`src/design/ldfw_pkg.sv`:
```
`timescale 1ns / 1ps

package ldfw_pkg;

    localparam int MAX_CHARS_DEFAULT = 10;

    localparam int IN_DATA_W  = 32;
    localparam int OUT_DATA_W = 8;
    localparam int CLAMP_W    = 5;

    typedef logic [15:0] value_t;
    typedef logic [3:0]  digit_t;
    typedef logic [7:0]  char_t;

    localparam char_t  CMD_SET_ADDR = 8'h80;
    localparam char_t  CHAR_ZERO    = 8'h30;
    localparam char_t  CHAR_NINE    = 8'h39;
    localparam char_t  CHAR_POINT   = 8'h2E;
    localparam value_t DIV10_MAGIC  = 16'hCCCD;
    localparam int     DIV10_SHIFT  = 19;

endpackage

```
`src/design/ldfw_div10.sv`:
```
`timescale 1ns / 1ps

module ldfw_div10
(
    input  ldfw_pkg::value_t dividend,
    output ldfw_pkg::value_t quotient,
    output ldfw_pkg::digit_t remainder
);
    import ldfw_pkg::*;

    logic [31:0] product;
    logic [15:0] times_ten;
    logic [15:0] rem_full;

    // reciprocal multiply, exact over the whole 16-bit range
    assign product   = 32'(dividend) * 32'(DIV10_MAGIC);
    assign quotient  = 16'(product[31:DIV10_SHIFT]);
    assign times_ten = {quotient[12:0], 3'b000} + {quotient[14:0], 1'b0};
    assign rem_full  = dividend - times_ten;
    assign remainder = rem_full[3:0];

endmodule

```
`src/design/lcd_decimal_field_writer.sv`:
```
`timescale 1ns / 1ps

// Writes one decimal field to a character display. Each request yields one
// set-address command (tuser high) and then digit_count (clamped) zero-padded ASCII
// digits, most significant first, with a '.' before the last fraction_digits
// digits; tlast marks the final byte. One divide-by-ten unit produces one
// digit per cycle, then the output register sends one character per cycle
// while the sink does not stall, the point counting as a character. The
// command is offered while the digits are still being extracted. A new
// request is taken only when the previous one has been fully handed to the
// output register.
module lcd_decimal_field_writer
#(
    parameter int MAX_CHARS = ldfw_pkg::MAX_CHARS_DEFAULT
)
(
    input  logic                              clk,
    input  logic                              rst_n,
    input  logic                              s_tvalid,
    output logic                              s_tready,
    // column[5:0], row[6], value[22:7], digit_count[26:23],
    // fraction_digits[30:27], zero[31]
    input  logic [ldfw_pkg::IN_DATA_W-1:0]    s_tdata,
    output logic                              m_tvalid,
    input  logic                              m_tready,
    // byte_out[7:0]
    output logic [ldfw_pkg::OUT_DATA_W-1:0]   m_tdata,
    // is_command[0]
    output logic                              m_tuser,
    output logic                              m_tlast
);
    import ldfw_pkg::*;

    localparam int CW = $clog2(MAX_CHARS + 1);
    localparam int IW = $clog2(MAX_CHARS);

    localparam logic [1:0] ST_IDLE    = 2'd0;
    localparam logic [1:0] ST_EXTRACT = 2'd1;
    localparam logic [1:0] ST_EMIT    = 2'd2;

    logic [1:0]   state_reg, state_next;
    logic [CW-1:0] cnt_reg, cnt_next;
    logic [CW-1:0] pos_reg, pos_next;
    logic [CW-1:0] d_reg, d_next;
    logic [CW-1:0] f_reg, f_next;
    logic [CW-1:0] total_reg, total_next;
    value_t       work_value_reg, work_value_next;
    digit_t       digit_store_reg [MAX_CHARS];

    logic         out_valid_reg, out_valid_next;
    logic         out_cmd_reg, out_cmd_next;
    logic         out_last_reg, out_last_next;
    char_t        out_byte_reg, out_byte_next;

    logic         slot_free;
    logic         accept;
    value_t       div_q;
    digit_t       div_r;

    logic [CLAMP_W-1:0] in_d, in_f, f1, d2, f2, fnz_w;
    logic [6:0]   addr;

    logic [CW-1:0] split;
    logic         frac_on;
    logic         is_point;
    logic [CW-1:0] k;
    logic [CW:0]  pos_plus;
    logic         emit_last;
    char_t        emit_char;
    logic [CW-1:0] wr_idx;

    ldfw_div10 u_div10
    (
        .dividend  (work_value_reg),
        .quotient  (div_q),
        .remainder (div_r)
    );

    assign slot_free = !out_valid_reg || m_tready;
    assign s_tready  = (state_reg == ST_IDLE) && slot_free;
    assign accept    = s_tvalid && s_tready;

    // clamp the counts
    always_comb
    begin
        in_d  = CLAMP_W'(s_tdata[26:23]);
        in_f  = CLAMP_W'(s_tdata[30:27]);
        f1    = (in_f > in_d) ? in_d : in_f;
        fnz_w = CLAMP_W'(f1 != '0);
        if (in_d + fnz_w > CLAMP_W'(MAX_CHARS))
        begin
            d2 = CLAMP_W'(MAX_CHARS) - fnz_w;
        end
        else
        begin
            d2 = in_d;
        end
        f2   = (f1 > d2) ? d2 : f1;
        addr = {1'b0, s_tdata[5:0]} + {s_tdata[6], 6'b000000};
    end

    always_comb
    begin
        split     = d_reg - f_reg;
        frac_on   = f_reg != '0;
        is_point  = frac_on && (pos_reg == split);
        k         = (frac_on && (pos_reg > split)) ? pos_reg - 1'b1 : pos_reg;
        pos_plus  = {1'b0, pos_reg} + 1'b1;
        emit_last = pos_plus == {1'b0, total_reg};
        emit_char = is_point ? CHAR_POINT
                             : CHAR_ZERO + char_t'(digit_store_reg[k[IW-1:0]]);
        wr_idx    = cnt_reg - 1'b1;
    end

    always_comb
    begin
        state_next      = state_reg;
        cnt_next        = cnt_reg;
        pos_next        = pos_reg;
        d_next          = d_reg;
        f_next          = f_reg;
        total_next      = total_reg;
        work_value_next = work_value_reg;
        out_valid_next  = out_valid_reg && !m_tready;
        out_cmd_next    = out_cmd_reg;
        out_last_next   = out_last_reg;
        out_byte_next   = out_byte_reg;

        unique case (state_reg)
            ST_IDLE:
            begin
                if (accept)
                begin
                    d_next          = d2[CW-1:0];
                    f_next          = f2[CW-1:0];
                    total_next      = CW'(d2 + CLAMP_W'(f2 != '0));
                    cnt_next        = d2[CW-1:0];
                    pos_next        = '0;
                    work_value_next = s_tdata[22:7];
                    out_valid_next  = 1'b1;
                    out_cmd_next    = 1'b1;
                    out_byte_next   = CMD_SET_ADDR | {1'b0, addr};
                    out_last_next   = d2 == '0;
                    state_next      = (d2 == '0) ? ST_IDLE : ST_EXTRACT;
                end
            end
            ST_EXTRACT:
            begin
                work_value_next = div_q;
                cnt_next        = cnt_reg - 1'b1;
                if (cnt_reg == CW'(1))
                begin
                    state_next = ST_EMIT;
                end
            end
            ST_EMIT:
            begin
                if (slot_free)
                begin
                    out_valid_next = 1'b1;
                    out_cmd_next   = 1'b0;
                    out_byte_next  = emit_char;
                    out_last_next  = emit_last;
                    pos_next       = pos_plus[CW-1:0];
                    if (emit_last)
                    begin
                        state_next = ST_IDLE;
                    end
                end
            end
            default:
            begin
                state_next = ST_IDLE;
            end
        endcase
    end

    always_ff @(posedge clk or negedge rst_n)
    begin
        if (!rst_n)
        begin
            state_reg      <= ST_IDLE;
            cnt_reg        <= '0;
            pos_reg        <= '0;
            d_reg          <= '0;
            f_reg          <= '0;
            total_reg      <= '0;
            work_value_reg <= '0;
            out_valid_reg  <= 1'b0;
        end
        else
        begin
            state_reg      <= state_next;
            cnt_reg        <= cnt_next;
            pos_reg        <= pos_next;
            d_reg          <= d_next;
            f_reg          <= f_next;
            total_reg      <= total_next;
            work_value_reg <= work_value_next;
            out_valid_reg  <= out_valid_next;
        end
    end

    always_ff @(posedge clk)
    begin
        out_cmd_reg  <= out_cmd_next;
        out_last_reg <= out_last_next;
        out_byte_reg <= out_byte_next;
        if (state_reg == ST_EXTRACT)
        begin
            digit_store_reg[wr_idx[IW-1:0]] <= div_r;
        end
    end

    assign m_tvalid = out_valid_reg;
    assign m_tdata  = out_byte_reg;
    assign m_tuser  = out_cmd_reg;
    assign m_tlast  = out_last_reg;

    assert property (@(posedge clk) disable iff (!rst_n)
        accept |=> (m_tvalid && m_tuser))
        else $error("request not followed by address command");

    assert property (@(posedge clk) disable iff (!rst_n)
        (out_valid_reg && out_last_reg) |-> (state_reg == ST_IDLE))
        else $error("final byte offered while request still in progress");

    assert property (@(posedge clk) disable iff (!rst_n)
        (state_reg == ST_EXTRACT) |-> (cnt_reg != '0))
        else $error("extraction running with no digits left");

    assert property (@(posedge clk) disable iff (!rst_n)
        (state_reg == ST_EMIT) |-> (pos_reg < total_reg))
        else $error("character position beyond field");

    assert property (@(posedge clk) disable iff (!rst_n)
        (out_valid_reg && !out_cmd_reg) |->
            (out_byte_reg == CHAR_POINT ||
             (out_byte_reg >= CHAR_ZERO && out_byte_reg <= CHAR_NINE)))
        else $error("character byte is neither digit nor point");

endmodule
```
`config.mk`:
```
export PLATFORM = sky130hd
export DESIGN_NAME = lcd_decimal_field_writer
export DESIGN_NICKNAME = d
export VERILOG_FILES = /design/src/design/ldfw_pkg.sv /design/src/design/ldfw_div10.sv /design/src/design/lcd_decimal_field_writer.sv
export SDC_FILE = /design/constraint.sdc
export NUM_CORES = 1
export LEC_CHECK = 0
export ABC_AREA = 1
export BUFFER_PORTS_ARGS = -buffer_cell sky130_fd_sc_hd__buf_2
export CORE_MARGIN = 4
export CORE_UTILIZATION = 45
export DETAILED_ROUTE_END_ITERATION = 7
export PLACE_DENSITY_LB_ADDON = 0.3
export SYNTH_ARGS = -nofsm -noshare
export SYNTH_HDL_FRONTEND = slang
export SYNTH_SLANG_ARGS = --single-unit
```
`constraint.sdc`:
```
create_clock -name clk -period 5 [get_ports clk]
set_input_delay 0.25 -clock clk [delete_from_list [all_inputs] [get_ports clk]]
set_output_delay 0.25 -clock clk [all_outputs]
set_load 0.05 [all_outputs]
```
After elaboration in Yosys (flattened, before gate mapping) --
Memories as Yosys holds them, arrays and structs flattened. Index checks and enable logic that the tools add are counted.
Word-level totals: memories kept 1, input port bits 36, output and inout port bits 12, bits in writable memories 40, flip-flop bits (word level) 49
Memories:
- digit_store_reg | depth 10, width 4, read ports 1, clocked after Yosys merged registers in 0, write ports 1, line lcd_decimal_field_writer.sv:48 | digit_t digit_store_reg [MAX_CHARS];
Operators by class: magnitude comparators 4, equal/unequal tests 9, add/sub/neg operators 11, muxes and demuxes 32, multipliers 1, reduce and logical (&&, ||, !) cells 19
Operators with widths (number):
- $mul 16x16->32 const B | 1
- $pmux 16 s2 | 1
- $mux 4 | 5
- $mux 16 | 1
- $mux 8 | 2
- $pmux 4 s2 | 2
- $pmux 8 s2 | 1
- $mux 5 | 2
- $reduce_bool 5->1 | 2
- $mux 1 | 9
- $gt 4x4->1 | 2
- $mux 2 | 4
- $ne 2x2->1 const B | 4
- $sub 4x1->4 const B | 2
- $sub 4x4->4 | 2
- $add 6x4->7 const A | 1
- $add 6x7->7 | 1
- $mux 7 | 1
- $pmux 1 s2 | 3
- $pmux 2 s3 | 1
- $add 4x1->5 | 1
- $add 4x1->5 const B | 1
- $eq 5x4->1 | 1
- $gt 4x5->1 | 1
- 18 further kinds | 25

Depth between registers and ports, before layout --
Gate-level depths: netlist (run 1).
depth after elaboration 10, depth in mapped cells 39, depth with buffers taken out 39

By module --
A second synthesis (run 1) with hierarchy kept.
Second synthesis, totals: cell total of the unflattened synthesis 1154, area, all modules 10007.1 sq um
By module, submodules not included:
- ldfw_div10 | cells an instance 650, times used 1, area an instance 5232.5 sq um
- lcd_decimal_field_writer | cells an instance 504, times used 1, area an instance 4774.6 sq um

Worst setup path after synthesis (run 1) --
OpenSTA, ideal clock, no wires.
path kind reg2reg, from register work_value_reg[3], to memory digit_store_reg[0][3] (netlist name) (data pin), cell stages (with the launch flop) 26, period minus slack after synthesis 5.496 ns, arrival 5.204 ns, path buffers 0, path slack -0.496 ns, cell sequence dfrtp_1 > ha_1 > inv_1 > fa_1 > inv_1 > fa_1 > inv_1 > fa_1 > fa_1 > inv_1 > fa_1 > ha_1 > nand2_1 > nor2_1 > nand2_1 > inv_1 > nand2_1 > nand2_1 > xor2_1 > ha_1 > nand2_1 > inv_1 > nor2_1 > inv_1 > nand2_1 > nand2_1
Between the ends: word-level cells in the longest chain between the ends 3
Ends and longest elaborated chain:
- start, declared | line lcd_decimal_field_writer.sv:47 | value_t work_value_reg, work_value_next;
- start signal, assigned | line lcd_decimal_field_writer.sv:199 | work_value_reg <= work_value_next;
- $mul 16x16->32 | line ldfw_div10.sv:16 | assign product = 32'(dividend) * 32'(DIV10_MAGIC);
- $add 4x4->4 | line ldfw_div10.sv:18 | assign times_ten = {quotient[12:0], 3'b000} + {quotient[14:0], 1'b0};
- $sub 4x4->4 * | line ldfw_div10.sv:19 | assign rem_full = dividend - times_ten;
- net div_r[3] | line lcd_decimal_field_writer.sv:58 | digit_t div_r;
- end, declared | line lcd_decimal_field_writer.sv:48
The timed path passes the listed nets; every way through them passes the cells marked *.

Final worst setup path (run 1) --
from register work_value_reg[5], to memory digit_store_reg[4][3] (netlist name) (data pin)
Between the ends: word-level cells in the longest chain between the ends 3
Ends and longest elaborated chain (line):
- $mul 16x16->32 | ldfw_div10.sv:16
- $add 4x4->4 | ldfw_div10.sv:18
- $sub 4x4->4 | ldfw_div10.sv:19
- net div_r[3] | lcd_decimal_field_writer.sv:58
The timed path passes the listed nets, and every way through them passes these cells.

==> run metrics, run 1 <==
met1 Use GR around a third; Final Cycle Share 107%; portion of netlist area occupied by mux cells 0%; Routed Antenna Nets 0; Netlist cell types 44; post-synthesis async set-or-reset flop share 44.3%; Tightest Hold Check Type in -> async; largest family of logic cells by synthesized area adder cells; root buffer cell clkbuf_16; Initial Util 45.7%; Largest register FFs 40; # IOs 48; final setup vio count 33; fin. max-slew vios 0; Post-Syn Area ~10000 um2; fmax 0.188 GHz; critical path type reg -> reg; Syn. warnings 0; die area 24600 um2; depth of the CTS H-tree 3; syn_nets 1483; initial antenna violation count 0; Worst Max-Slew Pin Slew roughly 1.1 ns; post-synthesis xor/xnor area fraction 1.83%; failing checks negative setup slack; RSZ-0062 raised after global routing yes; first-pass GRT wire length between 40000 and 50000 um; Reg clk slew, reported paths roughly 0.080 ns; Inst Count DP ~1600; Synth top cells by count nand2_1, inv_1, ha_1; Gate Count Post-Synth approximately 1200; P&R area growth vs syn 29.6%; status complete, but fails checks; Die H 157 um; core area around 22000 um2; clock buffer depth 2; top post-synthesis cells by area ha_1, fa_1, edfxtp_1; Finished Layout Cells 1675; vias in the first global route about 8400; busiest grt layer met2; Avg Cell Area, Syn 8.27 um2; CTS Sinks 88; largest net degree at the start of global routing 40; fin nets ~1700; Worst Slack Setup Final -0.327 ns; CTS tree yes; Top FF cell, synth edfxtp_1; Row Count 54; Worst EP required ~5.1 ns; GRT Total Usage 23.4%; met3 Usage GRT between 3 and 4%; Detailed Place HPWL about 23000 um; chip width between 150 and 200 um; top cell type's share of synthesized area 19.9%; most numerous cell in the Yosys netlist nand2_1; grt total ovfl 0; top cell type by total area after synthesis ha_1; Synth Area in Simple Gates between 20% and 30%; I/O Buffers between 40 and 50; via count ~8500; wire per inst between 15 and 20 um; Placer Congestion 0.955; clock skew roughly 0.018 ns; Synth Area in Compound Gates 6.07%; Final Critical Period roughly 5.3 ns; GRT met2 Usage 39.3%; filler instances approximately 1900; maxcap violations 0; Via density ~5.1; Yosys reg bits 88; Num CTS Buffers 9; share of post-route cells with drive strength above 1 between 20% and 30%; maximum fanout along the worst path 5; Critical Path Sink Type flop; Pre-Repair DR Iteration Count 5; Critical Path Start Type flop; Inserted Diodes 0; data arrival time of the critical path 5.43 ns; Clk Latency, worst-skew pair 0.36 ns; DRC 0; EDFF count, synth approximately 50; Slew HR a little under 30%; final WL 28400 um; endpoints failing hold 0; sequential-to-total area share from yosys stat 24.5%; pre-CTS WS -0.545 ns; DR iter-0 viols roughly 530; post-synthesis adder-cell area fraction 36.4%
## layout make-up
| cell class | count | area (um2) | share of cell area (%) |
|---|---|---|---|
| multi-input combinational | 841 | 7490 | 57.9 |
| sequential | 88 | 2460 | 19.1 |
| timing repair buffer | 185 | 1330 | 10.3 |
| inverter | 265 | 995 | 7.70 |
| tap | 280 | 350 | 2.71 |
| clock buffer | 9 | 225 | 1.74 |
| clock inverter | 7 | 75.1 | 0.581 |
## through the flow
| stage | area, um2 | util, % | hold slack, ns | setup TNS [ns] |
|---|---|---|---|---|
| floorplan | 10200 | - | -0.0456 | -1.21 |
| global placement | 11600 | 53.1 | 0.445 | -10.33 |
| detailed placement | 11600 | 53.1 | 0.448 | -12.99 |
| CTS | 12100 | 55.7 | 0.0694 | -6.30 |
| global route | 12900 | 59.2 | 0.100 | -11.31 |
| finish | 12900 | 59.2 | 0.0745 | -6.84 |
## cell usage in the layout, fill, tap and decap left out, drive strengths merged
master	instances
inv	268
nand2	268
buf	185
ha	159
nor2	90
fa	82
nand3	82
edfxtp	49
o21ai	45
dfrtp	39
a21oi	37
nor3	14
xnor2	13
clkbuf	9
xor2	8
nand4	7
nand3b	5
o211ai	5
o21bai	5
or2	5
a21o	4
clkinv	3
a31oi	2
o21a	2
o221ai	2
nor4	1
nor3b	1
o22ai	1
a22o	1
o31ai	1
and2	1
clkinvlp	1
## per-layer routing
metal / wire length (um) / vias up
met1: 12400 / 4052
li1: - / 4181
met2: 13800 / 218
met3: 1480 / 44
met5: 0 / -
met4: 730 / 0
## cell families after synthesis
| family | Yosys count |
|---|---|
| buffers and inverters | 279 |
| AND/OR/NAND/NOR | 473 |
| flip-flops | 88 |
| AO/OA/AOI/OAI | 105 |
| adder cells (fa/ha/maj) | 241 |
| XOR/XNOR | 20 |
## final timing paths
kind                              startpoint                    end  slack [ns]  cells after the start
max in group asynchronous              rst_n      work_value_reg[3]        4.18                      1
setup reg to reg           work_value_reg[5]  digit_store_reg[4][3]       -0.33                     20
min in group clk                    m_tready               m_tvalid        0.09                      2
setup / recovery           work_value_reg[5]  digit_store_reg[4][3]       -0.33                     20
hold reg to reg                     d_reg[2]               d_reg[2]        0.50                      2
hold / removal                         rst_n             pos_reg[1]        0.07                      1
## worst max-delay path: stages, from the launching register on
cell and delay, ns:
dfrtp_2 0.46, ha_4 0.28, fa_1 0.54, fa_1 0.57, fa_1 0.44, fa_1 0.57, fa_2 0.47, ha_4 0.33
nand2_4 0.08, nor2_4 0.13, a21o_1 0.16, inv_1 0.06, nand2_2 0.10, xor2_4 0.21, ha_4 0.19, xnor2_4 0.12
inv_2 0.06, nand2_4 0.08, nand2_2 0.07, nand2_4 0.10, nand2_4 0.06
## timing repair
item                                    CTS  global route
pin swaps                                12            69
endpoints found under the setup margin   41            41
gates cloned                              1             1
setup buffers                             9            13
hold buffers                              0             0
resized for setup                        40           160
Power of run 1 is not shown: default switching activity piles up to over one toggle a cycle in this logic, so the estimate is an artifact.
==> run 2, diff against run 1 <==
--- a/config.mk
+++ b/config.mk
@@ -12,4 +12,5 @@
 export DETAILED_ROUTE_END_ITERATION = 7
 export PLACE_DENSITY_LB_ADDON = 0.3
+export SETUP_SLACK_MARGIN = 0.5
 export SYNTH_ARGS = -nofsm -noshare
 export SYNTH_HDL_FRONTEND = slang
==> constraint.sdc (replaced) <==
create_clock -name clk -period 5 [get_ports clk]
set_input_delay 0.5 -clock clk [delete_from_list [all_inputs] [get_ports clk]]
set_output_delay 0.5 -clock clk [all_outputs]
set_load 0.05 [all_outputs]
==> run metrics, run 2 (synthesized netlist as in run 1, its figures left out) <==
fin nets 1676; fmax approximately 0.18 GHz; largest net degree at the start of global routing 40; GRT Total Usage a little under a quarter; sequential cell area about 2500 um2; CP endpoint digit_store_reg[5][3]; Critical Path Sink Type flop; failing checks negative setup slack; vias in the first global route between 8000 and 9000; DR iter-0 viols 638; final setup vio count 40; Final Critical Period 5.52 ns; RSZ-0062 raised after global routing yes; Worst R2R End digit_store_reg[5][3]; maxcap violations 0; Reg clk slew, reported paths about 0.08 ns; most common cell after layout, fill and taps aside inv_1; wire per inst 16.9 um; # IOs between 40 and 50; critical path type reg -> reg; CP bufs+invs 8; CP max-delay cell fa_1; Num CTS Buffers 9; die area about 25000 um2; Critical path origin work_value_reg[7]; via count 8611; Inserted Diodes 0; Worst EP required between 5 and 6 ns; Pre-Repair DR Iteration Count 5; status complete, but fails checks; Worst Max-Slew Pin Slew roughly 1.0 ns; Detailed Place HPWL 22500 um; Initial Util ~46%; worst r2r src work_value_reg[7]; final WL between 20000 and 30000 um; filler instances about 1900; Slew HR a little under a third; initial antenna violation count 0; FF-to-FF path depth 26; # hold bufs at CTS 0; DRC 0; P&R area growth vs syn 29.5%; clock skew about 0.015 ns; depth of the CTS H-tree 3; post-route cell area between 10000 and 15000 um2; data arrival time of the critical path 5.62 ns; chip width around 160 um; CTS Sinks between 80 and 90; r2r setup slk -0.52 ns; Worst Slack Setup Final -0.518 ns; Crit path max-delay family adder cells; Clk Latency, worst-skew pair roughly 0.36 ns; Via density roughly 5.1; Worst path depth 26; I/O Buffers 46; grt total ovfl 0; Row Count 54; endpoints failing hold 0; Routed Antenna Nets 0; Final Cycle Share 110%; clock buffer depth 2; CTS tree yes; Die H 157 um; highest-count cells in the layout ignoring fill and taps inv_1, nand2_1, ha_1; Largest register FFs 40; Placer Congestion 0.926; Worst path max stage delay roughly 0.52 ns; first-pass GRT wire length around 45000 um; share of post-route cells with drive strength above 1 29.2%; fin. max-slew vios 0; core area 21800 um2; maximum fanout along the worst path 5; Post-DP Area between 10000 and 15000 um2; Finished Layout Cells roughly 1700; root buffer cell clkbuf_16; Critical Path Start Type flop; final setup TNS -16.72 ns; multi-input combinational cell area roughly 7400 um2; Tightest Hold Check Type in -> async; Inst Count DP about 1600
## run 2: cell types whose count changed in the layout (fill, tap and decap cells not counted), moves of 3 or more
cell	before	now
nand2_1	226	216
nand2_2	30	39
buf_6	11	19
ha_4	31	25
ha_1	127	131
nand3_1	64	68
nor2_4	12	8
a21oi_1	15	18
inv_1	237	240
inv_2	28	25
nand3_2	14	11
nor2_1	63	66
## run 2: worst min path at each step
| stage | endpoint | cells past startpoint | slack (ns) |
|---|---|---|---|
| 2_1_floorplan | cnt_reg[0] | 0 | 0.20 |
| 3_3_place_gp | d_reg[2] | 2 | 0.48 |
| 3_5_place_dp | d_reg[2] | 2 | 0.47 |
| 4_1_cts | m_tvalid | 1 | 0.33 |
| 5_1_grt | m_tvalid | 2 | 0.35 |
| 6_report | m_tvalid | 1 | 0.31 |
## run 2: area by class of cell
class / instances / area share [%]
timing repair buffer: 194 / 11.1
inverter: 265 / 7.70
clock inverter: 7 / 0.562
tap: 280 / 2.71
multi-input combinational: 841 / 57.1
clock buffer: 9 / 1.74
sequential: 88 / 19.0
## run 2: timing repair
item	CTS	global route
buffers inserted	15	19
endpoints found under the setup margin	46	47
cloned	2	0
gates resized for setup	111	86
pin swaps	63	73
## run 2: layer usage
metal / wire length (um) / up-vias / global-route usage [%] / share of wire, %
met4: 699 / 0 / 7.15 / 2.5
met3: 1960 / 47 / 5.03 / 6.9
met5: 0 / - / 0 / 0
met2: 13900 / 293 / 39.7 / 49
li1: - / 4209 / - / -
met1: 11900 / 4062 / 30.3 / 42
## run 2: stage by stage
step / hold slack [ns] / utilization, % / setup WS, ns
after global placement: 0.476 / 53.0 / -0.560
after floorplan: 0.204 / - / -0.0639
final: 0.313 / 59.2 / -0.518
after CTS: 0.331 / 56.9 / -0.444
after global routing: 0.349 / 59.2 / -0.662
after detailed placement: 0.473 / 53.0 / -0.596
Power of run 2 is left out for the same reason.
